File: config.mk
export PLATFORM = sky130hd
export DESIGN_NAME = im2col_lowering_address_gen
export DESIGN_NICKNAME = d
export VERILOG_FILES = /design/src/rtl/core/imcl_pkg.sv /design/src/rtl/core/im2col_lowering_address_gen.sv /design/src/rtl/core/imcl_div.sv /design/src/rtl/core/imcl_ctrl.sv /design/src/rtl/core/imcl_dp.sv
export SDC_FILE = /design/constraint.sdc
export NUM_CORES = 2
export LEC_CHECK = 0
export ABC_AREA = 1
export BUFFER_PORTS_ARGS = -buffer_cell sky130_fd_sc_hd__buf_2
export CELL_PAD_IN_SITES_DETAIL_PLACEMENT = 2
export CELL_PAD_IN_SITES_GLOBAL_PLACEMENT = 2
export CORE_ASPECT_RATIO = 0.8
export CORE_UTILIZATION = 44
export CTS_BUF_LIST = sky130_fd_sc_hd__clkbuf_4 sky130_fd_sc_hd__clkbuf_8 sky130_fd_sc_hd__clkbuf_16
export CTS_CLUSTER_DIAMETER = 60
export DETAILED_ROUTE_END_ITERATION = 6
export GPL_TIMING_DRIVEN = 0
export PLACE_DENSITY = 0.95
export RECOVER_POWER = 50
export SYNTH_ARGS = -nofsm -noshare
export SYNTH_HDL_FRONTEND = slang
export SYNTH_HIERARCHICAL = 1
export SYNTH_SLANG_ARGS = --single-unit
export TNS_END_PERCENT = 20
File: constraint.sdc
create_clock -name clk -period 22.3 [get_ports clk]
set_clock_uncertainty 0.1 [all_clocks]
set_input_delay 2.23 -clock clk [delete_from_list [all_inputs] [get_ports clk]]
set_output_delay 2.23 -clock clk [all_outputs]
set_load 0.05 [all_outputs]
File: src/rtl/core/imcl_pkg.sv
// Shared constants, register codes and control types for the im2col address generator.
package imcl_pkg;

    // Upper bounds of the effective sizes
    localparam int MAX_IMAGE    = 256;
    localparam int MAX_CHANNELS = 1024;
    localparam int MAX_KERNEL   = 11;
    localparam int MAX_BATCH    = 256;

    // Configuration register field widths
    localparam int IMG_W  = 9;
    localparam int CH_W   = 11;
    localparam int KER_W  = 4;
    localparam int STR_W  = 4;
    localparam int PAD_W  = 4;
    localparam int BAT_W  = 9;
    localparam int CFG_W  = 11;
    localparam int CFG_IDX_W = 3;

    // Counter and address widths
    localparam int SIZE_W = 9;   // out_size and output row / column counters
    localparam int BIDX_W = 8;
    localparam int CIDX_W = 10;
    localparam int TAP_W  = 4;
    localparam int OFS_W  = 42;
    localparam int NN_W   = 17;  // n*n
    localparam int NND_W  = 27;  // n*n*d
    localparam int SRC_W  = 35;  // widest partial source offset
    localparam int POS_W  = 14;  // window position before padding is removed

    localparam int DATA_W = 88;
    localparam int USER_W = 2;

    typedef enum logic [CFG_IDX_W-1:0] {
        CFG_IMAGE  = 3'd0,
        CFG_CHAN   = 3'd1,
        CFG_KERNEL = 3'd2,
        CFG_STRIDE = 3'd3,
        CFG_PAD    = 3'd4,
        CFG_BATCH  = 3'd5
    } cfg_idx_t;

    function automatic logic cfg_known(input logic [CFG_IDX_W-1:0] idx);
        logic hit;
        case (cfg_idx_t'(idx))
            CFG_IMAGE, CFG_CHAN, CFG_KERNEL,
            CFG_STRIDE, CFG_PAD, CFG_BATCH: hit = 1'b1;
            default:                        hit = 1'b0;
        endcase
        return hit;
    endfunction

    typedef struct packed {
        logic restart;
        logic div_start;
        logic nn_load;
        logic nnd_load;
        logic size_load;
        logic take;
        logic addr_en;
        logic mul_en;
        logic out_load;
    } imcl_cmd_t;

    typedef struct packed {
        logic div_busy;
    } imcl_stat_t;

endpackage

File: src/rtl/core/im2col_lowering_address_gen.sv
// Top level of the im2col lowering address generator.
//
//  channel   direction  contents
//  s_axis    in         tdata[0] advance, tdata[7:1] zero
//  m_axis    out        tdata source/dest offsets, tuser flags, tlast end of lowered row
//  cfg       in         cfg_we, cfg_index (register number), cfg_data
//
//  A request passes accept, window position, three products and a final sum into
//  the output register once the output slot is free; the next request is taken
//  on the cycle after the sum, even while that result still waits on m_axis_tready.
//  A write to a known register restarts the job and holds s_axis_tready low
//  in the setup and wait states while the divider works out the output size.
//  Reset values give a one-element job; no clearing pass is needed.
module im2col_lowering_address_gen
    import imcl_pkg::*;
(
    input  logic                 clk,
    input  logic                 rst_n,
    input  logic                 s_axis_tvalid,
    output logic                 s_axis_tready,
    input  logic [7:0]           s_axis_tdata,   // [0] advance
    output logic                 m_axis_tvalid,
    input  logic                 m_axis_tready,
    output logic [DATA_W-1:0]    m_axis_tdata,   // [41:0] source_offset, [83:42] dest_offset
    output logic [USER_W-1:0]    m_axis_tuser,   // [0] pad_zero, [1] job_done
    output logic                 m_axis_tlast,   // row_done
    input  logic                 cfg_we,
    input  logic [CFG_IDX_W-1:0] cfg_index,
    input  logic [CFG_W-1:0]     cfg_data
);

    imcl_cmd_t        cmd;
    imcl_stat_t       stat;
    logic             cfg_hit;
    logic [OFS_W-1:0] source_offset;
    logic [OFS_W-1:0] dest_offset;
    logic             pad_zero;
    logic             row_done;
    logic             job_done;

    assign cfg_hit = cfg_we && cfg_known(cfg_index);

    imcl_ctrl u_ctrl (
        .clk       (clk),
        .rst_n     (rst_n),
        .cfg_hit   (cfg_hit),
        .in_valid  (s_axis_tvalid),
        .advance   (s_axis_tdata[0]),
        .out_ready (m_axis_tready),
        .stat      (stat),
        .in_ready  (s_axis_tready),
        .out_valid (m_axis_tvalid),
        .cmd       (cmd)
    );

    imcl_dp u_dp (
        .clk           (clk),
        .rst_n         (rst_n),
        .cmd           (cmd),
        .cfg_we        (cfg_we),
        .cfg_index     (cfg_index),
        .cfg_data      (cfg_data),
        .stat          (stat),
        .source_offset (source_offset),
        .pad_zero      (pad_zero),
        .dest_offset   (dest_offset),
        .row_done      (row_done),
        .job_done      (job_done)
    );

    assign m_axis_tdata = {(DATA_W - 2*OFS_W)'(0), dest_offset, source_offset};
    assign m_axis_tuser = {job_done, pad_zero};
    assign m_axis_tlast = row_done;

endmodule

File: src/rtl/core/imcl_div.sv
// Restoring divider, one quotient bit per cycle, for the output size.
module imcl_div
    import imcl_pkg::*;
(
    input  logic              clk,
    input  logic              rst_n,
    input  logic              start,
    input  logic [SIZE_W-1:0] dividend,
    input  logic [STR_W-1:0]  divisor,
    output logic              busy,
    output logic [SIZE_W-1:0] quotient
);

    localparam int CNT_W = $clog2(SIZE_W + 1);

    logic [SIZE_W-1:0] quo_reg, quo_next;
    logic [STR_W:0]    rem_reg, rem_next;
    logic [CNT_W-1:0]  cnt_reg, cnt_next;
    logic [STR_W-1:0]  div_reg;
    logic              busy_reg, busy_next;
    logic [STR_W:0]    trial;

    always_comb
    begin
        trial     = {rem_reg[STR_W-1:0], quo_reg[SIZE_W-1]};
        quo_next  = quo_reg;
        rem_next  = rem_reg;
        cnt_next  = cnt_reg;
        busy_next = busy_reg;
        if (start)
        begin
            quo_next  = dividend;
            rem_next  = '0;
            cnt_next  = CNT_W'(SIZE_W);
            busy_next = 1'b1;
        end
        else if (busy_reg)
        begin
            if (trial >= {1'b0, div_reg})
            begin
                rem_next = trial - {1'b0, div_reg};
                quo_next = {quo_reg[SIZE_W-2:0], 1'b1};
            end
            else
            begin
                rem_next = trial;
                quo_next = {quo_reg[SIZE_W-2:0], 1'b0};
            end
            cnt_next = cnt_reg - CNT_W'(1);
            if (cnt_reg == CNT_W'(1))
            begin
                busy_next = 1'b0;
            end
        end
    end

    always_ff @(posedge clk or negedge rst_n)
    begin
        if (!rst_n)
        begin
            busy_reg <= 1'b0;
            cnt_reg  <= '0;
        end
        else
        begin
            busy_reg <= busy_next;
            cnt_reg  <= cnt_next;
        end
    end

    always_ff @(posedge clk)
    begin
        quo_reg <= quo_next;
        rem_reg <= rem_next;
        if (start)
        begin
            div_reg <= divisor;
        end
    end

    assign busy     = busy_reg;
    assign quotient = quo_reg;

endmodule

File: src/rtl/core/imcl_ctrl.sv
// Sequencer for setup after a register write and for the per-request address stages.
module imcl_ctrl
    import imcl_pkg::*;
(
    input  logic       clk,
    input  logic       rst_n,
    input  logic       cfg_hit,
    input  logic       in_valid,
    input  logic       advance,
    input  logic       out_ready,
    input  imcl_stat_t stat,
    output logic       in_ready,
    output logic       out_valid,
    output imcl_cmd_t  cmd
);

    typedef enum logic [2:0] {
        S_IDLE,
        S_SETUP,
        S_WAIT,
        S_ADDR,
        S_MUL,
        S_SUM
    } state_t;

    state_t state_reg, state_next;
    logic   out_valid_reg, out_valid_next;
    logic   out_free;

    assign in_ready = (state_reg == S_IDLE);
    assign out_free = !out_valid_reg || out_ready;

    always_comb
    begin
        cmd        = '0;
        state_next = state_reg;
        case (state_reg)
            S_IDLE:
            begin
                // a request with advance low is taken and dropped
                if (in_valid && advance)
                begin
                    cmd.take   = 1'b1;
                    state_next = S_ADDR;
                end
            end
            S_SETUP:
            begin
                cmd.div_start = 1'b1;
                cmd.nn_load   = 1'b1;
                state_next    = S_WAIT;
            end
            S_WAIT:
            begin
                cmd.nnd_load = 1'b1;
                if (!stat.div_busy)
                begin
                    cmd.size_load = 1'b1;
                    state_next    = S_IDLE;
                end
            end
            S_ADDR:
            begin
                cmd.addr_en = 1'b1;
                state_next  = S_MUL;
            end
            S_MUL:
            begin
                cmd.mul_en = 1'b1;
                state_next = S_SUM;
            end
            S_SUM:
            begin
                // hold until the output slot frees
                if (out_free)
                begin
                    cmd.out_load = 1'b1;
                    state_next   = S_IDLE;
                end
            end
            default:
            begin
                state_next = S_IDLE;
            end
        endcase
        if (cfg_hit)
        begin
            cmd         = '0;
            cmd.restart = 1'b1;
            state_next  = S_SETUP;
        end
        if (cmd.out_load)
        begin
            out_valid_next = 1'b1;
        end
        else if (out_ready)
        begin
            out_valid_next = 1'b0;
        end
        else
        begin
            out_valid_next = out_valid_reg;
        end
    end

    always_ff @(posedge clk or negedge rst_n)
    begin
        if (!rst_n)
        begin
            state_reg     <= S_IDLE;
            out_valid_reg <= 1'b0;
        end
        else
        begin
            state_reg     <= state_next;
            out_valid_reg <= out_valid_next;
        end
    end

    assign out_valid = out_valid_reg;

endmodule

File: src/rtl/core/imcl_dp.sv
// Datapath: configuration, loop counters, size divider and source / destination offsets.
module imcl_dp
    import imcl_pkg::*;
(
    input  logic                 clk,
    input  logic                 rst_n,
    input  imcl_cmd_t            cmd,
    input  logic                 cfg_we,
    input  logic [CFG_IDX_W-1:0] cfg_index,
    input  logic [CFG_W-1:0]     cfg_data,
    output imcl_stat_t           stat,
    output logic [OFS_W-1:0]     source_offset,
    output logic                 pad_zero,
    output logic [OFS_W-1:0]     dest_offset,
    output logic                 row_done,
    output logic                 job_done
);

    // Configuration
    logic [IMG_W-1:0] image_reg;
    logic [CH_W-1:0]  chan_cfg_reg;
    logic [KER_W-1:0] kernel_reg;
    logic [STR_W-1:0] stride_reg;
    logic [PAD_W-1:0] pad_reg;
    logic [BAT_W-1:0] batch_cfg_reg;

    always_ff @(posedge clk or negedge rst_n)
    begin
        if (!rst_n)
        begin
            image_reg     <= IMG_W'(1);
            chan_cfg_reg  <= CH_W'(1);
            kernel_reg    <= KER_W'(1);
            stride_reg    <= STR_W'(1);
            pad_reg       <= '0;
            batch_cfg_reg <= BAT_W'(1);
        end
        else if (cfg_we)
        begin
            case (cfg_idx_t'(cfg_index))
                CFG_IMAGE:  image_reg     <= cfg_data[IMG_W-1:0];
                CFG_CHAN:   chan_cfg_reg  <= cfg_data[CH_W-1:0];
                CFG_KERNEL: kernel_reg    <= cfg_data[KER_W-1:0];
                CFG_STRIDE: stride_reg    <= cfg_data[STR_W-1:0];
                CFG_PAD:    pad_reg       <= cfg_data[PAD_W-1:0];
                CFG_BATCH:  batch_cfg_reg <= cfg_data[BAT_W-1:0];
                default:    ;
            endcase
        end
    end

    // Effective sizes: zero reads as one, large values saturate (stride excepted)
    logic [IMG_W-1:0] eff_n;
    logic [CH_W-1:0]  eff_d;
    logic [KER_W-1:0] eff_k;
    logic [STR_W-1:0] eff_s;
    logic [BAT_W-1:0] eff_b;

    always_comb
    begin
        eff_n = (image_reg == '0) ? IMG_W'(1) :
                (image_reg > IMG_W'(MAX_IMAGE)) ? IMG_W'(MAX_IMAGE) : image_reg;
        eff_d = (chan_cfg_reg == '0) ? CH_W'(1) :
                (chan_cfg_reg > CH_W'(MAX_CHANNELS)) ? CH_W'(MAX_CHANNELS) : chan_cfg_reg;
        eff_k = (kernel_reg == '0) ? KER_W'(1) :
                (kernel_reg > KER_W'(MAX_KERNEL)) ? KER_W'(MAX_KERNEL) : kernel_reg;
        eff_s = (stride_reg == '0) ? STR_W'(1) : stride_reg;
        eff_b = (batch_cfg_reg == '0) ? BAT_W'(1) :
                (batch_cfg_reg > BAT_W'(MAX_BATCH)) ? BAT_W'(MAX_BATCH) : batch_cfg_reg;
    end

    // Output size m = (n + 2p - k) / s + 1
    logic [SIZE_W:0]   span;
    logic              span_ge;
    logic [SIZE_W:0]   span_diff;
    logic [SIZE_W-1:0] quotient;
    logic              div_busy;

    assign span      = (SIZE_W+1)'(eff_n) + (SIZE_W+1)'({pad_reg, 1'b0});
    assign span_ge   = span >= (SIZE_W+1)'(eff_k);
    assign span_diff = span - (SIZE_W+1)'(eff_k);

    imcl_div u_div (
        .clk      (clk),
        .rst_n    (rst_n),
        .start    (cmd.div_start),
        .dividend (span_ge ? span_diff[SIZE_W-1:0] : '0),
        .divisor  (eff_s),
        .busy     (div_busy),
        .quotient (quotient)
    );

    assign stat.div_busy = div_busy;

    logic [SIZE_W-1:0] size_reg;
    logic [NN_W-1:0]   nn_reg;
    logic [NND_W-1:0]  nnd_reg;

    always_ff @(posedge clk or negedge rst_n)
    begin
        if (!rst_n)
        begin
            size_reg <= SIZE_W'(1);
            nn_reg   <= NN_W'(1);
            nnd_reg  <= NND_W'(1);
        end
        else
        begin
            if (cmd.size_load)
            begin
                size_reg <= span_ge ? quotient + SIZE_W'(1) : SIZE_W'(1);
            end
            if (cmd.nn_load)
            begin
                nn_reg <= NN_W'(eff_n) * NN_W'(eff_n);
            end
            if (cmd.nnd_load)
            begin
                nnd_reg <= NND_W'(nn_reg) * NND_W'(eff_d);
            end
        end
    end

    // Loop counters: batch, output row, output column, channel, tap row, tap column
    logic [BIDX_W-1:0] bat_reg,  bat_next;
    logic [SIZE_W-1:0] orow_reg, orow_next;
    logic [SIZE_W-1:0] ocol_reg, ocol_next;
    logic [CIDX_W-1:0] chan_reg, chan_next;
    logic [TAP_W-1:0]  trow_reg, trow_next;
    logic [TAP_W-1:0]  tcol_reg, tcol_next;
    logic [OFS_W-1:0]  dest_reg, dest_next;
    logic tcol_last, trow_last, chan_last, ocol_last, orow_last, bat_last;
    logic last_row, last_job;

    always_comb
    begin
        tcol_last = (TAP_W'(tcol_reg) + TAP_W'(1)) >= eff_k;
        trow_last = (TAP_W'(trow_reg) + TAP_W'(1)) >= eff_k;
        chan_last = (CH_W'(chan_reg) + CH_W'(1)) >= eff_d;
        ocol_last = ((SIZE_W+1)'(ocol_reg) + (SIZE_W+1)'(1)) >= (SIZE_W+1)'(size_reg);
        orow_last = ((SIZE_W+1)'(orow_reg) + (SIZE_W+1)'(1)) >= (SIZE_W+1)'(size_reg);
        bat_last  = (BAT_W'(bat_reg) + BAT_W'(1)) >= eff_b;
        last_row  = chan_last && trow_last && tcol_last;
        last_job  = last_row && ocol_last && orow_last && bat_last;

        bat_next  = bat_reg;
        orow_next = orow_reg;
        ocol_next = ocol_reg;
        chan_next = chan_reg;
        trow_next = trow_reg;
        tcol_next = tcol_reg;
        dest_next = dest_reg;
        if (last_job)
        begin
            bat_next  = '0;
            orow_next = '0;
            ocol_next = '0;
            chan_next = '0;
            trow_next = '0;
            tcol_next = '0;
            dest_next = '0;
        end
        else
        begin
            dest_next = dest_reg + OFS_W'(1);
            tcol_next = tcol_last ? '0 : tcol_reg + TAP_W'(1);
            if (tcol_last)
            begin
                trow_next = trow_last ? '0 : trow_reg + TAP_W'(1);
                if (trow_last)
                begin
                    chan_next = chan_last ? '0 : chan_reg + CIDX_W'(1);
                    if (chan_last)
                    begin
                        ocol_next = ocol_last ? '0 : ocol_reg + SIZE_W'(1);
                        if (ocol_last)
                        begin
                            orow_next = orow_last ? '0 : orow_reg + SIZE_W'(1);
                            if (orow_last)
                            begin
                                bat_next = bat_reg + BIDX_W'(1);
                            end
                        end
                    end
                end
            end
        end
    end

    always_ff @(posedge clk or negedge rst_n)
    begin
        if (!rst_n)
        begin
            bat_reg  <= '0;
            orow_reg <= '0;
            ocol_reg <= '0;
            chan_reg <= '0;
            trow_reg <= '0;
            tcol_reg <= '0;
            dest_reg <= '0;
        end
        else if (cmd.restart)
        begin
            bat_reg  <= '0;
            orow_reg <= '0;
            ocol_reg <= '0;
            chan_reg <= '0;
            trow_reg <= '0;
            tcol_reg <= '0;
            dest_reg <= '0;
        end
        else if (cmd.take)
        begin
            bat_reg  <= bat_next;
            orow_reg <= orow_next;
            ocol_reg <= ocol_next;
            chan_reg <= chan_next;
            trow_reg <= trow_next;
            tcol_reg <= tcol_next;
            dest_reg <= dest_next;
        end
    end

    // Snapshot of the counters for the request in flight
    logic [BIDX_W-1:0] snap_bat_reg;
    logic [SIZE_W-1:0] snap_orow_reg;
    logic [SIZE_W-1:0] snap_ocol_reg;
    logic [CIDX_W-1:0] snap_chan_reg;
    logic [TAP_W-1:0]  snap_trow_reg;
    logic [TAP_W-1:0]  snap_tcol_reg;
    logic [OFS_W-1:0]  snap_dest_reg;
    logic              snap_row_done_reg;
    logic              snap_job_done_reg;

    // Window position in the padded image, padding removed
    logic [POS_W-1:0]  row_pos, col_pos, row_off, col_off;
    logic              pad_now;
    logic [IMG_W-1:0]  row_idx_reg, col_idx_reg;
    logic              pad_reg_s;

    always_comb
    begin
        row_pos = POS_W'(snap_orow_reg) * POS_W'(eff_s) + POS_W'(snap_trow_reg);
        col_pos = POS_W'(snap_ocol_reg) * POS_W'(eff_s) + POS_W'(snap_tcol_reg);
        row_off = row_pos - POS_W'(pad_reg);
        col_off = col_pos - POS_W'(pad_reg);
        pad_now = (row_pos < POS_W'(pad_reg)) || (col_pos < POS_W'(pad_reg))
               || (row_off >= POS_W'(eff_n)) || (col_off >= POS_W'(eff_n));
    end

    logic [SRC_W-1:0]       prod_bat_reg;
    logic [NND_W-1:0]       prod_chan_reg;
    logic [2*IMG_W-1:0]     prod_row_reg;
    logic [SRC_W-1:0]       src_sum;

    assign src_sum = prod_bat_reg + SRC_W'(prod_chan_reg) + SRC_W'(prod_row_reg)
                   + SRC_W'(col_idx_reg);

    logic [OFS_W-1:0] src_out_reg;
    logic             pad_out_reg;
    logic [OFS_W-1:0] dest_out_reg;
    logic             row_done_out_reg;
    logic             job_done_out_reg;

    always_ff @(posedge clk)
    begin
        if (cmd.take)
        begin
            snap_bat_reg      <= bat_reg;
            snap_orow_reg     <= orow_reg;
            snap_ocol_reg     <= ocol_reg;
            snap_chan_reg     <= chan_reg;
            snap_trow_reg     <= trow_reg;
            snap_tcol_reg     <= tcol_reg;
            snap_dest_reg     <= dest_reg;
            snap_row_done_reg <= last_row;
            snap_job_done_reg <= last_job;
        end
        if (cmd.addr_en)
        begin
            row_idx_reg <= row_off[IMG_W-1:0];
            col_idx_reg <= col_off[IMG_W-1:0];
            pad_reg_s   <= pad_now;
        end
        if (cmd.mul_en)
        begin
            prod_bat_reg  <= SRC_W'(snap_bat_reg) * SRC_W'(nnd_reg);
            prod_chan_reg <= NND_W'(snap_chan_reg) * NND_W'(nn_reg);
            prod_row_reg  <= (2*IMG_W)'(row_idx_reg) * (2*IMG_W)'(eff_n);
        end
        if (cmd.out_load)
        begin
            src_out_reg      <= pad_reg_s ? '0 : OFS_W'(src_sum);
            pad_out_reg      <= pad_reg_s;
            dest_out_reg     <= snap_dest_reg;
            row_done_out_reg <= snap_row_done_reg;
            job_done_out_reg <= snap_job_done_reg;
        end
    end

    assign source_offset = src_out_reg;
    assign pad_zero      = pad_out_reg;
    assign dest_offset   = dest_out_reg;
    assign row_done      = row_done_out_reg;
    assign job_done      = job_done_out_reg;

endmodule
After elaboration in Yosys (flattened, before gate mapping)
Cells that the tools add are included.
{"block": "classes", "add_sub_neg": 23, "multipliers": 7, "order_cmp": 16, "n_eq_ne": 14, "mux": 79, "n_reduce_logical": 40}
{"op": "2-to-1 mux 9 bit", "count": 24}
{"op": "2-to-1 mux 42 bit", "count": 3}
{"op": "2-to-1 mux 8 bit", "count": 8}
{"op": "2-to-1 mux 10 bit", "count": 6}
{"op": "2-to-1 mux 4 bit", "count": 15}
{"op": "adder 42 x 1 -> 42 bit (second input constant)", "count": 1}
{"op": "adder 35 x 18 -> 35 bit", "count": 1}
{"op": "adder 35 x 27 -> 35 bit", "count": 1}
{"op": "adder 35 x 9 -> 35 bit", "count": 1}
{"op": "multiplier 8 x 27 -> 35 bit", "count": 1}
{"op": "adder 13 x 4 -> 14 bit", "count": 2}
{"op": ">= comparator 14 x 9 -> 1 bit", "count": 2}
{"op": "< comparator 14 x 4 -> 1 bit", "count": 2}
{"op": "subtractor 14 x 4 -> 14 bit", "count": 2}
{"op": "adder 9 x 1 -> 9 bit (second input constant)", "count": 3}
{"op": "multiplier 10 x 17 -> 27 bit", "count": 1}
{"op": "multiplier 17 x 11 -> 27 bit", "count": 1}
{"op": "multiplier 9 x 4 -> 13 bit", "count": 2}
{"op": "2-to-1 mux 11 bit", "count": 2}
{"op": "adder 9 x 1 -> 10 bit (second input constant)", "count": 2}
{"op": ">= comparator 10 x 9 -> 1 bit", "count": 2}
{"op": "> comparator 9 bit (second input constant)", "count": 2}
{"op": "zero test 9 bit", "count": 2}
{"op": "multiplier 9 x 9 -> 18 bit", "count": 1}
{"op": "other kinds (42)", "count": 92}
{"block": "word_totals", "regBits": 480, "input_bits": 27, "output_inout_bits": 93}

Longest topological paths before layout
{"block": "depth", "ltp_word": 12, "mapped_depth": 31, "ltp_nobuf": 30}

Hierarchy
Netlist, hierarchy kept.
{"mod": "imcl_dp", "n_inst": 1, "cells_per_inst": 5533, "area_each_um2": 47211.5, "seq_area_each_um2": 12507.0}
{"mod": "imcl_div", "n_inst": 1, "cells_per_inst": 119, "area_each_um2": 1089.8, "seq_area_each_um2": 595.6}
{"mod": "imcl_ctrl", "n_inst": 1, "cells_per_inst": 44, "area_each_um2": 301.5, "seq_area_each_um2": 100.1}
{"mod": "im2col_lowering_address_gen", "n_inst": 1, "cells_per_inst": 9, "area_each_um2": 61.3, "seq_area_each_um2": 0.0}

Worst setup path after synthesis
No wires, ideal clock.
{"block": "synth_timing", "path_kind": "input-to-reg", "start": "input cfg_we", "end": "register u_dp.bat_reg[0]", "arrival_ns": 10.406, "setup_slack_ns": 11.668, "path_stages": 13, "path_cell_list": "inv_1 a21oi_2 nor2_4 inv_1 nor3_1 nor2_1 inv_1 nand2_2 nor3_4 nand3_4 buf_6 nand2_1 o21ai_0"}
{"item": "from (decl)", "line": "im2col_lowering_address_gen.sv:27", "source": "input logic cfg_we,"}
{"item": "to (signal assigned)", "line": "imcl_dp.sv:214", "source": "bat_reg <= bat_next;"}
{"item": "to (decl)", "line": "imcl_dp.sv:125", "source": "logic [BIDX_W-1:0] bat_reg, bat_next;"}

==> out/qor.csv <==
stage,metric,value,unit
status,status,"complete, but fails checks",
status,violations,"max-capacitance violations, max-slew violations",
sta,final_max_slew_viol_count,297,
route,vias_per_cell,6.58,
critical_path,cp_max_fo,106,
placement,place_hpwl,187,mm
floorplanning,die_w,374,um
floorplanning,core-area,109000,um^2
logic_synthesis,synth_area_leaders,"fa_1 22%, edfxtp_1 17%, ha_1 12%",
logic_synthesis,ys_types,63,
global_route,grt_pass1_wl,412,mm
floorplanning,die_y,299,um
floorplanning,rows,108,
logic_synthesis,synthTopCellsByCount,"1286 x nand2_1, 1163 x inv_1, 543 x fa_1",
route,wirelength,289,mm
clock_tree,cts_tree,built,
floorplanning,initial_core_util,0.446,
clock_tree,holdBufCountCts,0,
critical_path,cp_num_buf_inv,2,
clock_tree,cts_buffers,60,
clock_tree,cts_sinks,472,
logic_synthesis,syn_area,48700,um^2
route,drc_errors,0,
logic_synthesis,synth_seq_cells,472,
global_route,grt_pass1_vias,55000,
sta,setup_viol,0,
clock_tree,cts_resized,0,
route,num_vias,48800,
job,drv_cap,6,
placement,gp_congestion,0.899,
sta,finalCritPeriodShare,0.539,
route,initialDrtViolationCount,5812,
critical_path,cp.arrival,11.07,ns
critical_path,start_kind,primary input,
critical_path,worst_path_dominant_cell_family,buffers and inverters,
global_route,antenna_found_initial,26,
floorplanning,fp.dieArea,112000,um^2
route,first_pass_iters,6,
logic_synthesis,synth.top_cell.area_share,0.223,
global_route,track_usage,0.515,
finish,nNetsFinal,6942,
global_route,grt_max_degree,107,
clock_tree,root_buffer,clkbuf_16,
critical_path,worstSetupPathType,primary input to async pin,
logic_synthesis,synth.most_common_cell,nand2_1,
hold_path,hold_path.class,flop to flop,
logic_synthesis,netlist_instances,5705,
critical_path,cpPeakStageDelay,5.04,ns
critical_path,cp_data_required_time,21.35,ns
critical_path,cp_common_cell,clkbuf_1,
critical_path,end_kind,async pin,
logic_synthesis,synth-edff-count,280,
logic_synthesis,synthArstFlopShare,0.398,
sta,tightest_slew,6.82,ns
sta,fin_crit,12.02,ns
logic_synthesis,synth_top_area_cell,fa_1,
route,wl_per_cell,39.0,um
sta,setup_tns,0,ns
sta,grt_setup_unrepaired,false,
logic_synthesis,synth_top_flop_cell,edfxtp_1,
route,final_antenna_net_count,0,
clock_tree,clock_latency,0.77,ns
clock_tree,cts_setup_buffers,0,
placement,port_buffers,101,
critical_path,rrSetupSlack,12.38,ns
floorplanning,pin_count,120,
finish,areaGrowthSynthToFinish,9.33,%
critical_path,critPathSlowestCell,clkbuf_1,
clock_tree,cts-htree-levels,2,
sta,max_slew_margin,-3.55,
logic_synthesis,syn_area_per_cell,8.53,um^2
clock_tree,cts.clk_slew.worst_paths,0.07,ns
sta,hold_viol,0,
sta,holdWs,0.324,ns
finish,drive_gt1_frac,0.0473,
clock_tree,clockBufferDepth,3,
logic_synthesis,synth-warning-count,6,
global_route,grt_remaining_overflow,0,
sta,clock.fmax,0.0832,GHz
logic_synthesis,ys_seq_area_frac,0.271,
critical_path,critical_path.cell_chain,"clkbuf_1, clkbuf_1",
[cell usage in the layout (no fill, tap or decap), types with 10 or more instances in the layout]
master / count
nand2_1: 1286
inv_1: 1163
fa_1: 543
ha_1: 460
nor2_1: 403
edfxtp_1: 280
a21oi_1: 234
o21ai_0: 209
nand3_1: 182
dfrtp_1: 180
clkbuf_1: 167
xor2_1: 139
buf_2: 96
clkbuf_16: 60
nand4_1: 51
xnor2_1: 49
nor3_1: 48
o22ai_1: 43
conb_1: 34
nor4_1: 25
a21o_1: 24
a31oi_1: 20
clkinv_1: 19
o21bai_1: 18
o21a_1: 16
buf_4: 15
o21ai_1: 13
diode_2: 12
or2_2: 12
nand3b_1: 10
[final cells by class]
cell class	count	area, um^2
diodes	12	30.0
plain buffers	179	777
inverters	1179	4430
clock buffers	69	1580
multi-input cells	3906	30300
repair buffers	114	579
clock inverters	45	469
fillers	12100	55800
flip-flops and latches	472	13200
well taps	1430	1790
[stage by stage]
step                      instances   util  area [um^2]  worst slack [ns]
final                          7406  0.488        53200             10.28
after global routing           7398  0.488        53200              8.98
after CTS                      7394  0.490        53400             14.12
after detailed placement       7280  0.471        51300             14.78
after global placement         7267  0.468        51100              6.85
after floorplan                5736      -        48800             11.67
[cells by family (layout without fill, tap and decap cells)]
logic type | count (synthesis) | in the layout | synth area share
xor gates and xnor gates | 188 | 188 | 0.0338
other | 3 | 46 | 0.000231
adders and majority gates | 1003 | 1003 | 0.342
DFF | 472 | 472 | 0.271
buffers and inverters | 1358 | 1586 | 0.107
and+or+nand+nor | 2049 | 2049 | 0.172
AOI/OAI and AO/OA | 632 | 632 | 0.0736
[layer usage]
layer  share of wire  GRT usage
met3            0.12      0.203
met5          0.0030     0.0419
met4           0.098      0.412
met2            0.44      0.795
met1            0.34      0.561
[worst paths after layout]
check | startpoint | end | cells after the start
setup / recovery | rst_n | u_dp/nnd_reg[24]$_DFFE_PN0P_ | 2
hold / removal | u_dp/snap_dest_reg[0]$_DFFE_PP_ | u_dp/dest_offset[0]$_DFFE_PP_ | 0
setup reg to reg | u_dp/chan_cfg_reg[1]$_DFFE_PN0P_ | u_dp/nnd_reg[22]$_DFFE_PN0P_ | 28
hold reg to reg | u_dp/snap_dest_reg[0]$_DFFE_PP_ | u_dp/dest_offset[0]$_DFFE_PP_ | 0
max in group clk | u_dp/chan_cfg_reg[1]$_DFFE_PN0P_ | u_dp/nnd_reg[22]$_DFFE_PN0P_ | 28
min in group asynchronous | rst_n | u_dp/dest_reg[10]$_DFFE_PN0P_ | 1
Power is not shown: default switching activity piles up to over one toggle a cycle in this logic, so the estimate is an artifact.
